`config.mk`:
```
export PLATFORM = sky130hd
export DESIGN_NAME = deletion_marker_range_search_top
export DESIGN_NICKNAME = d
export VERILOG_FILES = /design/src/rtl/dmrs_pkg.sv /design/src/rtl/dmrs_front.sv /design/src/rtl/dmrs_queue.sv /design/src/rtl/dmrs_back.sv /design/src/rtl/deletion_marker_range_search_top.sv
export VERILOG_INCLUDE_DIRS = /design/src /design/src/rtl
export SDC_FILE = /design/constraint.sdc
export NUM_CORES = 1
export LEC_CHECK = 0
export BUFFER_PORTS_ARGS = -buffer_cell sky130_fd_sc_hd__buf_2
export CORE_MARGIN = 3
export CORE_UTILIZATION = 30
export DETAILED_ROUTE_END_ITERATION = 12
export GPL_TIMING_DRIVEN = 0
export HOLD_SLACK_MARGIN = 0.12
export MAX_ROUTING_LAYER = met4
export SLEW_MARGIN = 10
export SYNTH_ARGS = -nofsm -noshare
export SYNTH_HDL_FRONTEND = slang
export SYNTH_SLANG_ARGS = --single-unit
```
`constraint.sdc`:
```
create_clock -name clk -period 6.5 [get_ports clk]
set_input_delay 0.975 -clock clk [delete_from_list [all_inputs] [get_ports clk]]
set_output_delay 0.975 -clock clk [all_outputs]
set_load 0.1 [all_outputs]
```
`src/rtl/deletion_marker_range_search_top_macros.svh`:
```
// assertion macros for the deletion marker range search block
`ifndef DELETION_MARKER_RANGE_SEARCH_TOP_MACROS_SVH
`define DELETION_MARKER_RANGE_SEARCH_TOP_MACROS_SVH

// same-cycle implication, disabled during reset
`define DMRS_ASSERT_IMP(label, clk, rst_n, cond, prop) \
	label: assert property (@(posedge clk) disable iff (!(rst_n)) (cond) |-> (prop)) \
		else $error("implication check failed");

// next-cycle implication, disabled during reset
`define DMRS_ASSERT_NXT(label, clk, rst_n, cond, prop) \
	label: assert property (@(posedge clk) disable iff (!(rst_n)) (cond) |=> (prop)) \
		else $error("next-cycle check failed");

`endif

```
`src/rtl/dmrs_pkg.sv`:
```
// shared types and constants of the deletion marker range search block
`timescale 1ns / 1ps
`default_nettype none
package dmrs_pkg;

	typedef logic [1:0] dmrs_cmd_t;
	typedef logic [1:0] dmrs_kind_t;

	localparam dmrs_cmd_t CMD_QUERY  = 2'd0;
	localparam dmrs_cmd_t CMD_SINGLE = 2'd1;
	localparam dmrs_cmd_t CMD_RUN    = 2'd2;
	localparam dmrs_cmd_t CMD_MIXED  = 2'd3;

	localparam dmrs_kind_t KIND_NONE    = 2'd0;
	localparam dmrs_kind_t KIND_RESTART = 2'd1;
	localparam dmrs_kind_t KIND_HIT     = 2'd2;
	localparam dmrs_kind_t KIND_OVERLAP = 2'd3;

	localparam logic [15:0] NO_OVERLAP      = 16'hFFFF;
	localparam logic [63:0] ALL_ONES_COMMIT = 64'hFFFF_FFFF_FFFF_FFFF;

	// classified record between front and back
	typedef struct packed {
		dmrs_kind_t  kind;
		logic        last;
		logic [15:0] off;
		logic [15:0] len;
		logic [63:0] commit;
	} dmrs_entry_t;

endpackage
`default_nettype wire

```
`src/rtl/dmrs_front.sv`:
```
// front end: accepts beats, tracks the window and classifies each record
`timescale 1ns / 1ps
`default_nettype none
module dmrs_front (
	input  wire                  clk,
	input  wire                  arst_n,
	input  wire                  accept,
	input  wire [1:0]            command,
	input  wire                  last_in_list,
	input  wire                  first_in_group,
	input  wire [15:0]           query_offset,
	input  wire [15:0]           query_span,
	input  wire [15:0]           marker_offset,
	input  wire [15:0]           run_length,
	input  wire [63:0]           commit_stamp,
	output dmrs_pkg::dmrs_entry_t entry
);
	import dmrs_pkg::*;

	logic [15:0] start_q;
	logic [16:0] win_end_q;
	logic        settled_q;

	logic [15:0] span_fix;
	logic [16:0] run_lo;
	logic [16:0] run_end;
	logic [16:0] run_hi;
	logic [16:0] run_len;
	logic        settled_eff;
	logic        settled_n;

	assign span_fix = (query_span == 16'd0) ? 16'd1 : query_span;
	assign run_lo   = (marker_offset > start_q) ? {1'b0, marker_offset} : {1'b0, start_q};
	assign run_end  = {1'b0, marker_offset} + {1'b0, run_length};
	assign run_hi   = (run_end < win_end_q) ? run_end : win_end_q;
	assign run_len  = run_hi - {1'b0, start_q};
	assign settled_eff = settled_q && !first_in_group;

	always_comb begin
		entry.kind   = KIND_NONE;
		entry.last   = last_in_list;
		entry.off    = marker_offset;
		entry.len    = 16'd1;
		entry.commit = commit_stamp;
		settled_n    = settled_q;
		case (command)
			CMD_QUERY: begin
				entry.kind = KIND_RESTART;
				entry.off  = query_offset;
				entry.len  = span_fix;
				settled_n  = 1'b0;
			end
			CMD_SINGLE: begin
				if (marker_offset == start_q) begin
					entry.kind = KIND_HIT;
				end else if (marker_offset > start_q && {1'b0, marker_offset} < win_end_q) begin
					entry.kind = KIND_OVERLAP;
				end
			end
			CMD_RUN: begin
				if (run_hi > run_lo) begin
					if (run_lo[15:0] == start_q) begin
						entry.kind = KIND_HIT;
						entry.len  = run_len[15:0];
					end else begin
						entry.kind = KIND_OVERLAP;
					end
				end
			end
			CMD_MIXED: begin
				settled_n = settled_eff;
				if (!settled_eff && marker_offset >= start_q) begin
					settled_n = 1'b1;
					if (marker_offset == start_q) begin
						entry.kind = KIND_HIT;
					end else if ({1'b0, marker_offset} < win_end_q) begin
						entry.kind = KIND_OVERLAP;
					end
				end
			end
			default: begin
				entry.kind = KIND_NONE;
			end
		endcase
	end

	always_ff @(posedge clk or negedge arst_n) begin
		if (!arst_n) begin
			start_q   <= 16'd0;
			win_end_q <= 17'd1;
			settled_q <= 1'b0;
		end else if (accept) begin
			settled_q <= settled_n;
			if (command == CMD_QUERY) begin
				start_q   <= query_offset;
				win_end_q <= {1'b0, query_offset} + {1'b0, span_fix};
			end
		end
	end

endmodule
`default_nettype wire

```
`src/rtl/dmrs_queue.sv`:
```
// short register queue between front and back
`timescale 1ns / 1ps
`default_nettype none
module dmrs_queue #(
	parameter int DEPTH = 2
) (
	input  wire                   clk,
	input  wire                   arst_n,
	input  wire                   push,
	input  dmrs_pkg::dmrs_entry_t wr_entry,
	output logic                  full,
	input  wire                   pop,
	output dmrs_pkg::dmrs_entry_t rd_entry,
	output logic                  nonempty
);
	import dmrs_pkg::*;

	localparam int PTR_W = (DEPTH > 1) ? $clog2(DEPTH) : 1;
	localparam int CNT_W = $clog2(DEPTH + 1);
	localparam logic [PTR_W-1:0] LAST_PTR = PTR_W'(DEPTH - 1);

	dmrs_entry_t      slot_q [DEPTH];
	logic [PTR_W-1:0] wr_ptr_q;
	logic [PTR_W-1:0] rd_ptr_q;
	logic [CNT_W-1:0] count_q;

	assign full     = (count_q == CNT_W'(DEPTH));
	assign nonempty = (count_q != '0);
	assign rd_entry = slot_q[rd_ptr_q];

	always_ff @(posedge clk) begin
		if (push) begin
			slot_q[wr_ptr_q] <= wr_entry;
		end
	end

	always_ff @(posedge clk or negedge arst_n) begin
		if (!arst_n) begin
			wr_ptr_q <= '0;
			rd_ptr_q <= '0;
			count_q  <= '0;
		end else begin
			if (push) begin
				wr_ptr_q <= (wr_ptr_q == LAST_PTR) ? '0 : wr_ptr_q + 1'b1;
			end
			if (pop) begin
				rd_ptr_q <= (rd_ptr_q == LAST_PTR) ? '0 : rd_ptr_q + 1'b1;
			end
			if (push && !pop) begin
				count_q <= count_q + 1'b1;
			end else if (pop && !push) begin
				count_q <= count_q - 1'b1;
			end
		end
	end

endmodule
`default_nettype wire

```
`src/rtl/dmrs_back.sv`:
```
// back end: applies classified records and registers the result beat
`timescale 1ns / 1ps
`default_nettype none
module dmrs_back (
	input  wire                   clk,
	input  wire                   arst_n,
	input  dmrs_pkg::dmrs_entry_t entry,
	input  wire                   entry_valid,
	output logic                  pop,
	output logic                  res_valid,
	input  wire                   res_ready,
	output logic                  found,
	output logic [63:0]           deletion_commit,
	output logic [15:0]           blocks_covered
);
	import dmrs_pkg::*;

	logic [15:0] start_q;
	logic [15:0] span_q;
	logic        hit_q;
	logic [63:0] commit_q;
	logic [15:0] hit_len_q;
	logic [15:0] lowest_q;

	logic [15:0] start_n;
	logic [15:0] span_n;
	logic        hit_n;
	logic [63:0] commit_n;
	logic [15:0] hit_len_n;
	logic [15:0] lowest_n;
	logic [15:0] gap;
	logic [15:0] clear_len;

	logic        res_valid_q;
	logic        found_q;
	logic [63:0] res_commit_q;
	logic [15:0] res_len_q;

	assign pop = entry_valid && (!res_valid_q || res_ready);

	always_comb begin
		start_n   = start_q;
		span_n    = span_q;
		hit_n     = hit_q;
		commit_n  = commit_q;
		hit_len_n = hit_len_q;
		lowest_n  = lowest_q;
		case (entry.kind)
			KIND_RESTART: begin
				start_n  = entry.off;
				span_n   = entry.len;
				hit_n    = 1'b0;
				lowest_n = NO_OVERLAP;
			end
			KIND_HIT: begin
				if (!hit_q) begin
					hit_n     = 1'b1;
					commit_n  = entry.commit;
					hit_len_n = entry.len;
				end
			end
			KIND_OVERLAP: begin
				if (!hit_q && entry.off < lowest_q) begin
					lowest_n = entry.off;
				end
			end
			default: begin
				hit_n = hit_q;
			end
		endcase
	end

	assign gap = lowest_n - start_n;

	always_comb begin
		clear_len = 16'd1;
		if (lowest_n == NO_OVERLAP) begin
			clear_len = span_n;
		end else if (lowest_n > start_n) begin
			clear_len = (gap < span_n) ? gap : span_n;
		end
	end

	always_ff @(posedge clk or negedge arst_n) begin
		if (!arst_n) begin
			start_q     <= 16'd0;
			span_q      <= 16'd1;
			hit_q       <= 1'b0;
			hit_len_q   <= 16'd0;
			lowest_q    <= NO_OVERLAP;
			res_valid_q <= 1'b0;
		end else begin
			if (pop) begin
				start_q   <= start_n;
				span_q    <= span_n;
				hit_q     <= hit_n;
				hit_len_q <= hit_len_n;
				lowest_q  <= lowest_n;
			end
			if (pop && entry.last) begin
				res_valid_q <= 1'b1;
			end else if (res_ready) begin
				res_valid_q <= 1'b0;
			end
		end
	end

	always_ff @(posedge clk) begin
		if (pop) begin
			commit_q <= commit_n;
		end
		if (pop && entry.last) begin
			found_q      <= hit_n;
			res_commit_q <= hit_n ? commit_n : ALL_ONES_COMMIT;
			res_len_q    <= hit_n ? hit_len_n : clear_len;
		end
	end

	assign res_valid       = res_valid_q;
	assign found           = found_q;
	assign deletion_commit = res_commit_q;
	assign blocks_covered  = res_len_q;

endmodule
`default_nettype wire

```
`src/rtl/deletion_marker_range_search_top.sv`:
```
// deletion marker range search: top level with front, queue and back
// a tlast beat is queued; the back end registers the result beat on popping it
// throughput: one input beat per cycle while the queue is not full
// the front classifies against its window copy, the queue lets both ends stall apart
// reset: arst_n clears the window to offset 0 span 1, no hit, queue empty
`timescale 1ns / 1ps
`default_nettype none
`include "deletion_marker_range_search_top_macros.svh"
module deletion_marker_range_search_top #(
	parameter int QUEUE_DEPTH = 2
) (
	input  wire          clk,
	input  wire          arst_n,
	input  wire          s_tvalid,
	output logic         s_tready,
	// query_offset, query_span, marker_offset, run_length, commit_stamp
	input  wire  [127:0] s_tdata,
	// command, first_in_group
	input  wire  [2:0]   s_tuser,
	input  wire          s_tlast,
	output logic         m_tvalid,
	input  wire          m_tready,
	// deletion_commit, blocks_covered
	output logic [79:0]  m_tdata,
	// found
	output logic [0:0]   m_tuser
);
	import dmrs_pkg::*;

	dmrs_entry_t front_entry;
	dmrs_entry_t back_entry;
	logic        q_full;
	logic        q_nonempty;
	logic        q_pop;
	logic        accept;
	logic        found;
	logic [63:0] deletion_commit;
	logic [15:0] blocks_covered;

	assign s_tready = !q_full;
	assign accept   = s_tvalid && s_tready;

	dmrs_front u_front (
		.clk            (clk),
		.arst_n         (arst_n),
		.accept         (accept),
		.command        (s_tuser[1:0]),
		.last_in_list   (s_tlast),
		.first_in_group (s_tuser[2]),
		.query_offset   (s_tdata[15:0]),
		.query_span     (s_tdata[31:16]),
		.marker_offset  (s_tdata[47:32]),
		.run_length     (s_tdata[63:48]),
		.commit_stamp   (s_tdata[127:64]),
		.entry          (front_entry)
	);

	dmrs_queue #(
		.DEPTH (QUEUE_DEPTH)
	) u_queue (
		.clk      (clk),
		.arst_n   (arst_n),
		.push     (accept),
		.wr_entry (front_entry),
		.full     (q_full),
		.pop      (q_pop),
		.rd_entry (back_entry),
		.nonempty (q_nonempty)
	);

	dmrs_back u_back (
		.clk             (clk),
		.arst_n          (arst_n),
		.entry           (back_entry),
		.entry_valid     (q_nonempty),
		.pop             (q_pop),
		.res_valid       (m_tvalid),
		.res_ready       (m_tready),
		.found           (found),
		.deletion_commit (deletion_commit),
		.blocks_covered  (blocks_covered)
	);

	assign m_tdata    = {blocks_covered, deletion_commit};
	assign m_tuser[0] = found;

	`DMRS_ASSERT_IMP(a_len_nonzero, clk, arst_n, m_tvalid, m_tdata[79:64] != 16'd0)
	`DMRS_ASSERT_IMP(a_miss_all_ones, clk, arst_n, m_tvalid && !m_tuser[0],
		m_tdata[63:0] == ALL_ONES_COMMIT)
	`DMRS_ASSERT_IMP(a_stall_has_data, clk, arst_n, !s_tready, q_nonempty)
	`DMRS_ASSERT_NXT(a_last_gives_beat, clk, arst_n, q_pop && back_entry.last, m_tvalid)

endmodule
`default_nettype wire
```
==> Word-level counts from Yosys, hierarchy flattened <==
Memory sizes are Yosys's and may differ from the RTL's.
Index checks and enable logic that the tools add are counted.
{ "op_classes": {"n_eq_ne": 10, "n_lt_le_gt_ge": 8, "muxes": 38, "addsub": 8, "n_reduce_logical": 25} }
{ "ops": {"columns": ["cell", "n"], "rows": [
  ["16-bit two-way mux", 14],
  ["64-bit two-way mux", 2],
  ["16-bit case mux with 2 select lines", 2],
  ["16-bit by 16-bit adder with 17-bit output", 2],
  ["16-bit equality test", 2],
  ["16-bit > comparator", 2],
  ["16-bit < comparator", 2],
  ["16-bit subtractor", 2],
  ["17-bit by 16-bit > comparator with 1-bit output", 1],
  ["16-bit by 17-bit < comparator with 1-bit output", 1],
  ["17-bit < comparator", 1],
  ["17-bit two-way mux", 1],
  ["16-bit equality test, second input constant", 1],
  ["16-bit >= comparator", 1],
  ["16-bit zero test", 1],
  ["2-bit two-way mux", 8],
  ["2-bit equality test, second input constant", 5],
  ["1-bit logical AND", 9],
  ["1-bit two-way mux", 8],
  ["2-bit case mux with 4 select lines", 1],
  ["2-bit nonzero test", 4],
  ["1-bit zero test", 7],
  ["2-bit by 1-bit equality test with 1-bit output, second input constant", 2],
  ["1-bit case mux with 2 select lines", 2],
  ["6 further kinds", 8]
]} }
{ "word_totals": {"regBits": 249, "ramBits": 198, "output_inout_bits": 83, "mem_count": 1, "wordCells": 106, "input_bits": 136} }
{ "memory_table": {"columns": ["name", "words", "word_bits", "read_ports", "rd_clocked_by_memory_dff", "wr", "line_no", "text"], "rows": [
  ["u_queue.slot_q", 2, 99, 1, 0, 1, "dmrs_queue.sv:22", "dmrs_entry_t slot_q [DEPTH];"]
]} }

==> Longest topological paths before layout <==
Gate-level depths: netlist of run 1.
An unclocked memory read counts as a cell.
{ "logic_depth": {"ltp_word": 11, "mapped_depth": 35, "mapped_depth_nobuf": 33} }

==> Hierarchy <==
Synthesis of run 1 repeated with hierarchy kept, for this count alone.
{ "hier_totals": {"hier_cells": 2206, "hier_area_um2": 25479.4} }
{ "modules_own_cells": {"columns": ["module", "cells_each", "instances", "area_each_um2", "seq_area_each_um2"], "rows": [
  ["dmrs_back", 1057, 1, 11040.6, 6027.0],
  ["dmrs_queue", 324, 1, 7832.5, 6045.8],
  ["dmrs_front", 823, 1, 6596.3, 852.1],
  ["deletion_marker_range_search_top", 2, 1, 10.0, 0.0]
]} }

==> Least setup slack after synthesis of run 1 <==
OpenSTA, ideal clock, no wires.
{ "synth_path": {"path_kind": "input port to flip-flop", "from": "input port s_tdata[32]", "to": "memory u_queue.slot_q[0][78] (netlist bit) (data pin)", "required_time_ps": 6240, "path_stages": 35, "path_slack_ps": -645, "arrival_ps": 6885, "n_path_buf": 2, "setup_ps": 260, "path_cell_list": "ha_1 > inv_1 > fa_1 > nor2b_1 > o21a_1 > o21ai_0 > a21oi_1 > a21bo_2 > a21o_1 > nand2_1 > a21oi_1 > ha_1 > and4_1 > a2111oi_0 > o21ai_1 > a21oi_1 > o31ai_1 > a221o_1 > buf_2 > buf_1 > mux2i_1 > ha_1 > inv_1 > fa_1 > a21o_1 > a21oi_1 > o21bai_1 > a21o_1 > a21oi_1 > o211ai_1 > and3_1 > o21ai_0 > nand2_1 > xor2_1 > a22o_1"} }
{ "synth_rtl": {"columns": ["element", "line_no", "text"], "rows": [
  ["start, declared", "deletion_marker_range_search_top.sv:17", "input wire [127:0] s_tdata,"],
  ["end, declared", "dmrs_queue.sv:22", null]
]} }

==> Worst setup path in the final report of run 1 <==
{ "layout_path": {"from": "register u_queue.rd_ptr_q", "to": "register u_back.res_len_q[4], in the netlist u_back.blocks_covered[4] (data pin)"} }
{ "layout_via": {"elab_chain_cells": 11, "word_cells_on_any_way": 21, "classes_between": "1 x add/sub; 3 x order compare; 4 x eq/ne; 11 x mux; 1 x reduce/logical; 1 x memory"} }
{ "layout_rtl": {"columns": ["element", "line_no", "text"], "rows": [
  ["start, declared", "dmrs_queue.sv:24", "logic [PTR_W-1:0] rd_ptr_q;"],
  ["start signal, assigned", "dmrs_queue.sv:47", "rd_ptr_q <= (rd_ptr_q == LAST_PTR) ? '0 : rd_ptr_q + 1'b1;"],
  ["memory 2 x 99 bit *", null, null],
  ["16-bit < comparator", "dmrs_back.sv:63", "if (!hit_q && entry.off < lowest_q) begin"],
  ["1-bit logical AND", "dmrs_back.sv:63", null],
  ["16-bit two-way mux", "dmrs_back.sv:63", null],
  ["16-bit case mux with 2 select lines *", "dmrs_back.sv:48", "case (entry.kind)"],
  ["named net u_back.lowest_n[3]", "dmrs_back.sv:30", "logic [15:0] lowest_n;"],
  ["16-bit subtractor", "dmrs_back.sv:73", "assign gap = lowest_n - start_n;"],
  ["16-bit < comparator", "dmrs_back.sv:80", "clear_len = (gap < span_n) ? gap : span_n;"],
  ["16-bit two-way mux", "dmrs_back.sv:80", null],
  ["16-bit two-way mux", "dmrs_back.sv:79", "end else if (lowest_n > start_n) begin"],
  ["16-bit two-way mux *", "dmrs_back.sv:77", "if (lowest_n == NO_OVERLAP) begin"],
  ["16-bit two-way mux *", "dmrs_back.sv:115", "res_len_q <= hit_n ? hit_len_n : clear_len;"],
  ["end signal, assigned", "dmrs_back.sv:115", null],
  ["end, declared", "dmrs_back.sv:37", "logic [15:0] res_len_q;"]
]} }
The timed path passes the listed nets; every way through them passes the cells marked *.
A chain may end at the register's enable or synchronous reset.

==> flow_summary_export.csv, run 1 <==
group,metric,value,unit
cts,clk_pin_slew,60,ps
yosys,synth-adder-area-share,8.990,%
setup_path,start_kind,"flop",
cts,root_buffer,"clkbuf_16",
setup_path,crit_path_max_incr_delay,410,ps
floorplanning,core,77590,sq um
job,drv_cap,0,
timing,clock.fmax,0.1512,GHz
timing,rsz0062_at_grt,"true",
yosys,synth_xor_area_share,2.632,%
floorplanning,ioPinCount,219,
cts,clock_path_buffers,3,
timing,hold_viol,0,
detailed_routing,vias_per_cell,5.025,
global_route,grt_pass1_vias,17703,
detailed_routing,ant_nets,0,
timing,fin_crit_sh,101.7,%
yosys,ys_types,76,
yosys,synth_simple_gate_area_share,9.717,%
place,gp_congestion,0.9215,
finish,fin_util,39.12,%
global_route,antenna_found_initial,4,
setup_path,slowest_stage,"dfrtp_2",
timing,post-route-min-period,6613,ps
detailed_routing,wire_per_inst,19.88,microns
worst_hold_path,hold_class,"in2async",
timing,finalMaxSlewViolations,0,
yosys,synth_compound_area_share,12.76,%
cts,cts_made_buffers,48,
detailed_routing,drt_iter0_markers,1267,
place,placement.io_buffers,218,
yosys,synth_edf_count,343,
setup_path,cp_data_arrival_time,6920,ps
floorplanning,fp-row-count,102,
yosys,synthMuxAreaShare,7.939,%
finish,n_fill_cell,7378,
setup_path,r2r_cells,32,
floorplanning,die_h,286.3,microns
cts,insertion_delay,600,ps
setup_path,required,6810,ps
detailed_routing,dr.pass1.iters,5,
cts,cts_tree,"built",
floorplanning,dieArea,81990,sq um
yosys,synth_top_family_by_area,"compound AO/OA/AOI/OAI gates",
global_route,grt_overflow,0,
global_route,grt_max_degree,69,
setup_path,reg2reg_from,"u_queue.rd_ptr_q$_DFFE_PN0P_",
cts,htree_levels,2,
yosys,ys_warn_count,0,
setup_path,crit_path_end_kind,"flop",
yosys,synth_flop_cell,"edfxtp_1",
setup_path,r2r_end,"u_back.blocks_covered[4]$_DFFE_PP_",
yosys,ys_seq_elements,447,
floorplanning,initial_core_util,30.39,%
finish,nets,2698,
timing,setup_ws,-113.3,ps
yosys,syn_nets,2309,
finish,drive_above_1_share,29.58,%
cts,hold_buffers,0,
setup_path,rrSetupSlack,-110,ps
setup_path,cp_max_fo,7,
timing,setup-violations-final,19,
timing,relSlewSlack,37.60,%
timing,worstMarginPinSlew,929.7,ps
global_route,grt.total_usage,16.80,%
place,hpwl,50.27,mm
setup_path,cp_common_cell,"buf_4",
setup_path,path_class,"reg2reg",
cts,cts.sink_count,447,
detailed_routing,wirelength,69.11,mm
run_status,status,"finished with violations",
yosys,syn_area_per_cell,11.75,sq um
yosys,seq_area_frac_synth,54.82,%
run_status,violations,"setup timing",
finish,area_growth,28.74,%
yosys,netlist_instances,2006,
global_route,grt_pass1_wl,103.9,mm
timing,clock_skew,18.32,ps
yosys,synth-async-reset-ratio,23.27,%
detailed_routing,drc,0,
detailed_routing,vias,17473,
yosys,syn-cell-area,23580,sq um
floorplanning,fp.dieW,286.3,microns
[per-stage QoR]
stage	hold slack (ps)	TNS, ps	instances	area, sq um	setup slack [ps]
finish	289.6	-1275	3477	30350	-113.3
global route	311.7	-9894	3477	30350	-399.4
CTS	273.3	-477.1	3447	29540	-55.57
detailed placement	467.1	-85270	3274	26300	-2366
global placement	448.1	-436020	3264	26040	-2259
floorplan	439.1	-297.0	2006	23640	-89.24
[layout make-up]
| class | count | area [sq um] | area share (%) |
|---|---|---|---|
| diodes | 3 | 7.507 | 0.02473 |
| multi-input cells | 1371 | 11080 | 36.49 |
| flip-flops and latches | 447 | 12930 | 42.58 |
| repair buffers | 342 | 2369 | 7.803 |
| inverters | 96 | 365.4 | 1.204 |
| clock inverters | 39 | 569.3 | 1.876 |
| clock buffers | 50 | 1209 | 3.982 |
| well taps | 1040 | 1301 | 4.287 |
| plain buffers | 89 | 531.8 | 1.752 |
[critical path, delay by kind of cell (launching register included)]
family / cells / cell delay, ps
mux: 2 / 390
simple gates: 5 / 780
fa+ha+maj: 3 / 850
flops: 1 / 410
xor+xnor: 1 / 250
buf+inv: 8 / 1150
compound gates: 13 / 2470
[how the worst max path moves through the flow]
stage / end / startpoint / slack, ps
6_report: u_back.blocks_covered[4]$_DFFE_PP_ / u_queue.rd_ptr_q$_DFFE_PN0P_ / -110
5_1_grt: u_back.blocks_covered[4]$_DFFE_PP_ / u_queue.rd_ptr_q$_DFFE_PN0P_ / -400
4_1_cts: u_queue.slot_q[1][78]$_DFFE_PP_ / s_tdata[48] / -60
3_5_place_dp: u_back.blocks_covered[12]$_DFFE_PP_ / u_queue.rd_ptr_q$_DFFE_PN0P_ / -2370
3_3_place_gp: u_back.blocks_covered[12]$_DFFE_PP_ / u_queue.rd_ptr_q$_DFFE_PN0P_ / -2260
2_1_floorplan: u_queue.slot_q[0][78]$_DFFE_PP_ / s_tdata[32] / -90
[cells by family (layout without fill, tap and decap cells)]
| group | count (synthesis) | in the layout |
|---|---|---|
| and+or+nand+nor | 487 | 487 |
| AOI/OAI and AO/OA | 469 | 469 |
| DFF | 447 | 447 |
| buffers and inverters | 188 | 616 |
| muxes | 178 | 178 |
| adders and majority gates | 167 | 167 |
| xor gates and xnor gates | 70 | 70 |
| other | 0 | 3 |
[per-layer routing]
layer / global-route usage (%) / wire [microns] / part of all wire (%) / up-vias
li1: - / - / - / 8165
met1: 21.97 / 30770 / 45 / 8591
met2: 27.40 / 32680 / 47 / 588
met3: 2.057 / 3763 / 5.4 / 129
met4: 4.990 / 1895 / 2.7 / 0
met5: - / 0 / 0 / -
[cell usage after synthesis, types with 7 or more instances]
cell type    n  area [sq um]
dfrtp_1     86          2152
ha_1       163          2039
a211oi_1    19         142.6
o21a_1      20         150.1
a21oi_1     96         480.5
o21ai_0    191         955.9
nand2b_1    79         494.2
buf_2       11         55.05
clkbuf_1    73         274.0
a22o_1      14         122.6
nor2b_1     15         93.84
edfxtp_1   343         10300
nor4_1      17         106.4
nand4_1     20         125.1
inv_1       93         349.1
nand2_1    199         747.0
xor2_1      37         324.1
a21o_1      34         255.2
nand3_1     20         100.1
xnor2_1     32         280.3
and3_1       7         43.79
dfstp_2     18         473.0
mux2i_1    115          1151
mux2_2      62         698.2
nor2_1      87         326.6
nor3_1      24         120.1
a211o_1     18         157.7
[layout by cell type (no fill, tap or decap), types with 34 or more instances in the layout]
master       n
a21o_1      34
o21ai_0    179
dfrtp_1     85
mux2i_1     98
nand2b_1    79
a21oi_1     73
buf_2      220
clkbuf_16   50
ha_1       132
mux2_2      61
edfxtp_1   343
xor2_1      35
buf_4       95
nor2_1      73
clkbuf_1    64
nand2_1    192
inv_1       85
[repair_timing]
action                                  4_1_cts  5_1_grt
pin swaps                                    69       74
endpoints found under the hold margin         0        0
gates resized for setup                     160      104
buffers inserted                             84       27
gates cloned                                  3        2
endpoints found under the setup margin       52       48
[sequential cells by signal, summed over array words and instances, names as in the netlist, 2 cells and up]
name / count
u_back.deletion_commit: 64
u_queue.slot_q: 198
u_queue.count_q: 2
u_front.start_q: 16
u_front.win_end_q: 17
u_back.blocks_covered: 16
u_back.commit_q: 64
u_back.hit_len_q: 16
u_back.lowest_q: 16
u_back.start_q: 16
u_back.span_q: 16
Power of run 1 is not shown: default switching activity piles up to over one toggle a cycle in this logic, so the estimate is an artifact.
==> run 2, diff against run 1 <==
==> constraint.sdc (replaced) <==
create_clock -name clk -period 6.1 [get_ports clk]
set_input_delay 0.915 -clock clk [delete_from_list [all_inputs] [get_ports clk]]
set_output_delay 0.915 -clock clk [all_outputs]
set_load 0.1 [all_outputs]
==> flow_summary_export.csv, run 2 (synthesis results as in run 1) <==
group,metric,value,unit
cts,clock_path_buffers,3,
setup_path,slowest_stage,"dfrtp_2",
global_route,grt_max_degree,85,
cts,cts.sink_count,447,
setup_path,cp_top_family,"compound AO/OA/AOI/OAI gates",
detailed_routing,dr.pass1.iters,5,
cts,cts_tree,"built",
setup_path,crit_path_max_incr_delay,410,ps
finish,max_flop_register,"u_queue.slot_q",
floorplanning,fp-row-count,102,
finish,drive_above_1_share,28.93,%
timing,hold_viol,0,
setup_path,cp_num_buf_inv,7,
place,placement.io_buffers,218,
detailed_routing,drt_iter0_markers,1171,
timing,finalMaxSlewViolations,0,
timing,setup-violations-final,52,
cts,cts_made_buffers,48,
timing,post-route-min-period,6640,ps
detailed_routing,wirelength,68.23,mm
cts,insertion_delay,590,ps
cts,root_buffer,"clkbuf_16",
place,gp_congestion,0.8986,
global_route,grt_pass1_wl,103.0,mm
timing,rsz0062_at_grt,"true",
finish,area_growth,27.90,%
global_route,grt.total_usage,16.61,%
finish,final_cell_mix,"343 x edfxtp_1, 221 x buf_2, 193 x nand2_1",
finish,nets,2685,
run_status,violations,"setup timing",
timing,clock.fmax,0.1506,GHz
setup_path,path_class,"reg2reg",
timing,worstMarginPinSlew,896.8,ps
detailed_routing,ant_nets,0,
detailed_routing,vias,17330,
setup_path,start_kind,"flop",
floorplanning,ioPinCount,219,
timing,fin_crit_sh,108.9,%
cts,hold_buffers,0,
cts,clk_pin_slew,60,ps
finish,largest_reg_flops,198,
timing,setup_ws,-540.2,ps
timing,clock_skew,34.21,ps
setup_path,cp_max_fo,7,
cts,htree_levels,2,
run_status,status,"finished with violations",
timing,relSlewSlack,40.22,%
worst_hold_path,hold_class,"in2async",
detailed_routing,vias_per_cell,5.006,
floorplanning,fp.dieW,286.3,microns
finish,layout_commonest_cell,"edfxtp_1",
timing,tns,-18500,ps
setup_path,required,6410,ps
setup_path,cp_data_arrival_time,6950,ps
global_route,antenna_found_initial,2,
detailed_routing,drc,0,
floorplanning,core,77590,sq um
floorplanning,dieArea,81990,sq um
setup_path,crit_path_end_kind,"flop",
global_route,grt_pass1_vias,17659,
floorplanning,initial_core_util,30.39,%
place,hpwl,50.29,mm
detailed_routing,wire_per_inst,19.71,microns
floorplanning,die_h,286.3,microns
global_route,grt_overflow,0,
job,drv_cap,0,
run 2: cell count changes in the layout (fill, tap and decap cells not counted), moves of 4 or more:
cell	delta
clkbuf_1	+5
nor2_2	-5
bufinv_16	-6
a211oi_2	+4
ha_4	+5
buf_4	-10
run 2: what timing repair did:
action                                  in CTS  in global routing
buffers inserted                            79                 20
cloned                                       5                  0
endpoints found under the setup margin      52                 52
gates resized for setup                    181                 54
pin swaps                                   90                 53
run 2: layout make-up:
class                      count  area (sq um)
fill                        7423         47440
inverter                      96         365.4
buffer                        88         505.5
clock buffer                  56          1252
antenna                        2         5.005
clock inverter                32         355.3
multi-input combinational   1371         11140
tap                         1040          1301
timing repair buffer         330          2305
sequential                   447         12930
run 2: final timing paths:
kind | from | end | slack (ps) | cells after the start
min | arst_n | u_front.win_end_q[7]$_DFFE_PN0P_ | 170 | 1
max | u_queue.rd_ptr_q$_DFFE_PN0P_ | u_back.blocks_covered[3]$_DFFE_PP_ | -540 | 33
max reg2reg | u_queue.rd_ptr_q$_DFFE_PN0P_ | u_back.blocks_covered[3]$_DFFE_PP_ | -540 | 33
min reg2reg | u_back.span_q[0]$_DFFE_PN1P_ | u_back.span_q[0]$_DFFE_PN1P_ | 480 | 2
max in group asynchronous | arst_n | u_queue.rd_ptr_q$_DFFE_PN0P_ | 5130 | 2
min in group clk | u_back.span_q[0]$_DFFE_PN1P_ | u_back.span_q[0]$_DFFE_PN1P_ | 480 | 2
run 2: metal layers:
metal / vias up / global-route usage [%] / share of wire [%]
li1: 8152 / - / -
met1: 8517 / 21.68 / 45
met2: 545 / 27.01 / 47
met3: 116 / 1.867 / 5.1
met4: 0 / 5.527 / 3.0
met5: - / - / 0
run 2: stage by stage:
step | instance area [sq um] | setup WS (ps) | hold WS (ps) | util [%] | std cells
after CTS | 29700 | -450.3 | 144.3 | 38.27 | 3441
after detailed placement | 26440 | -1853 | 464.9 | 34.07 | 3274
after global placement | 26160 | -1934 | 447.0 | 33.71 | 3264
after global routing | 30160 | -750.3 | 163.6 | 38.86 | 3462
final | 30160 | -540.2 | 173.8 | 38.86 | 3462
after floorplan | 23770 | -429.2 | 439.1 | - | 2006
Power of run 2 is left out for the same reason.
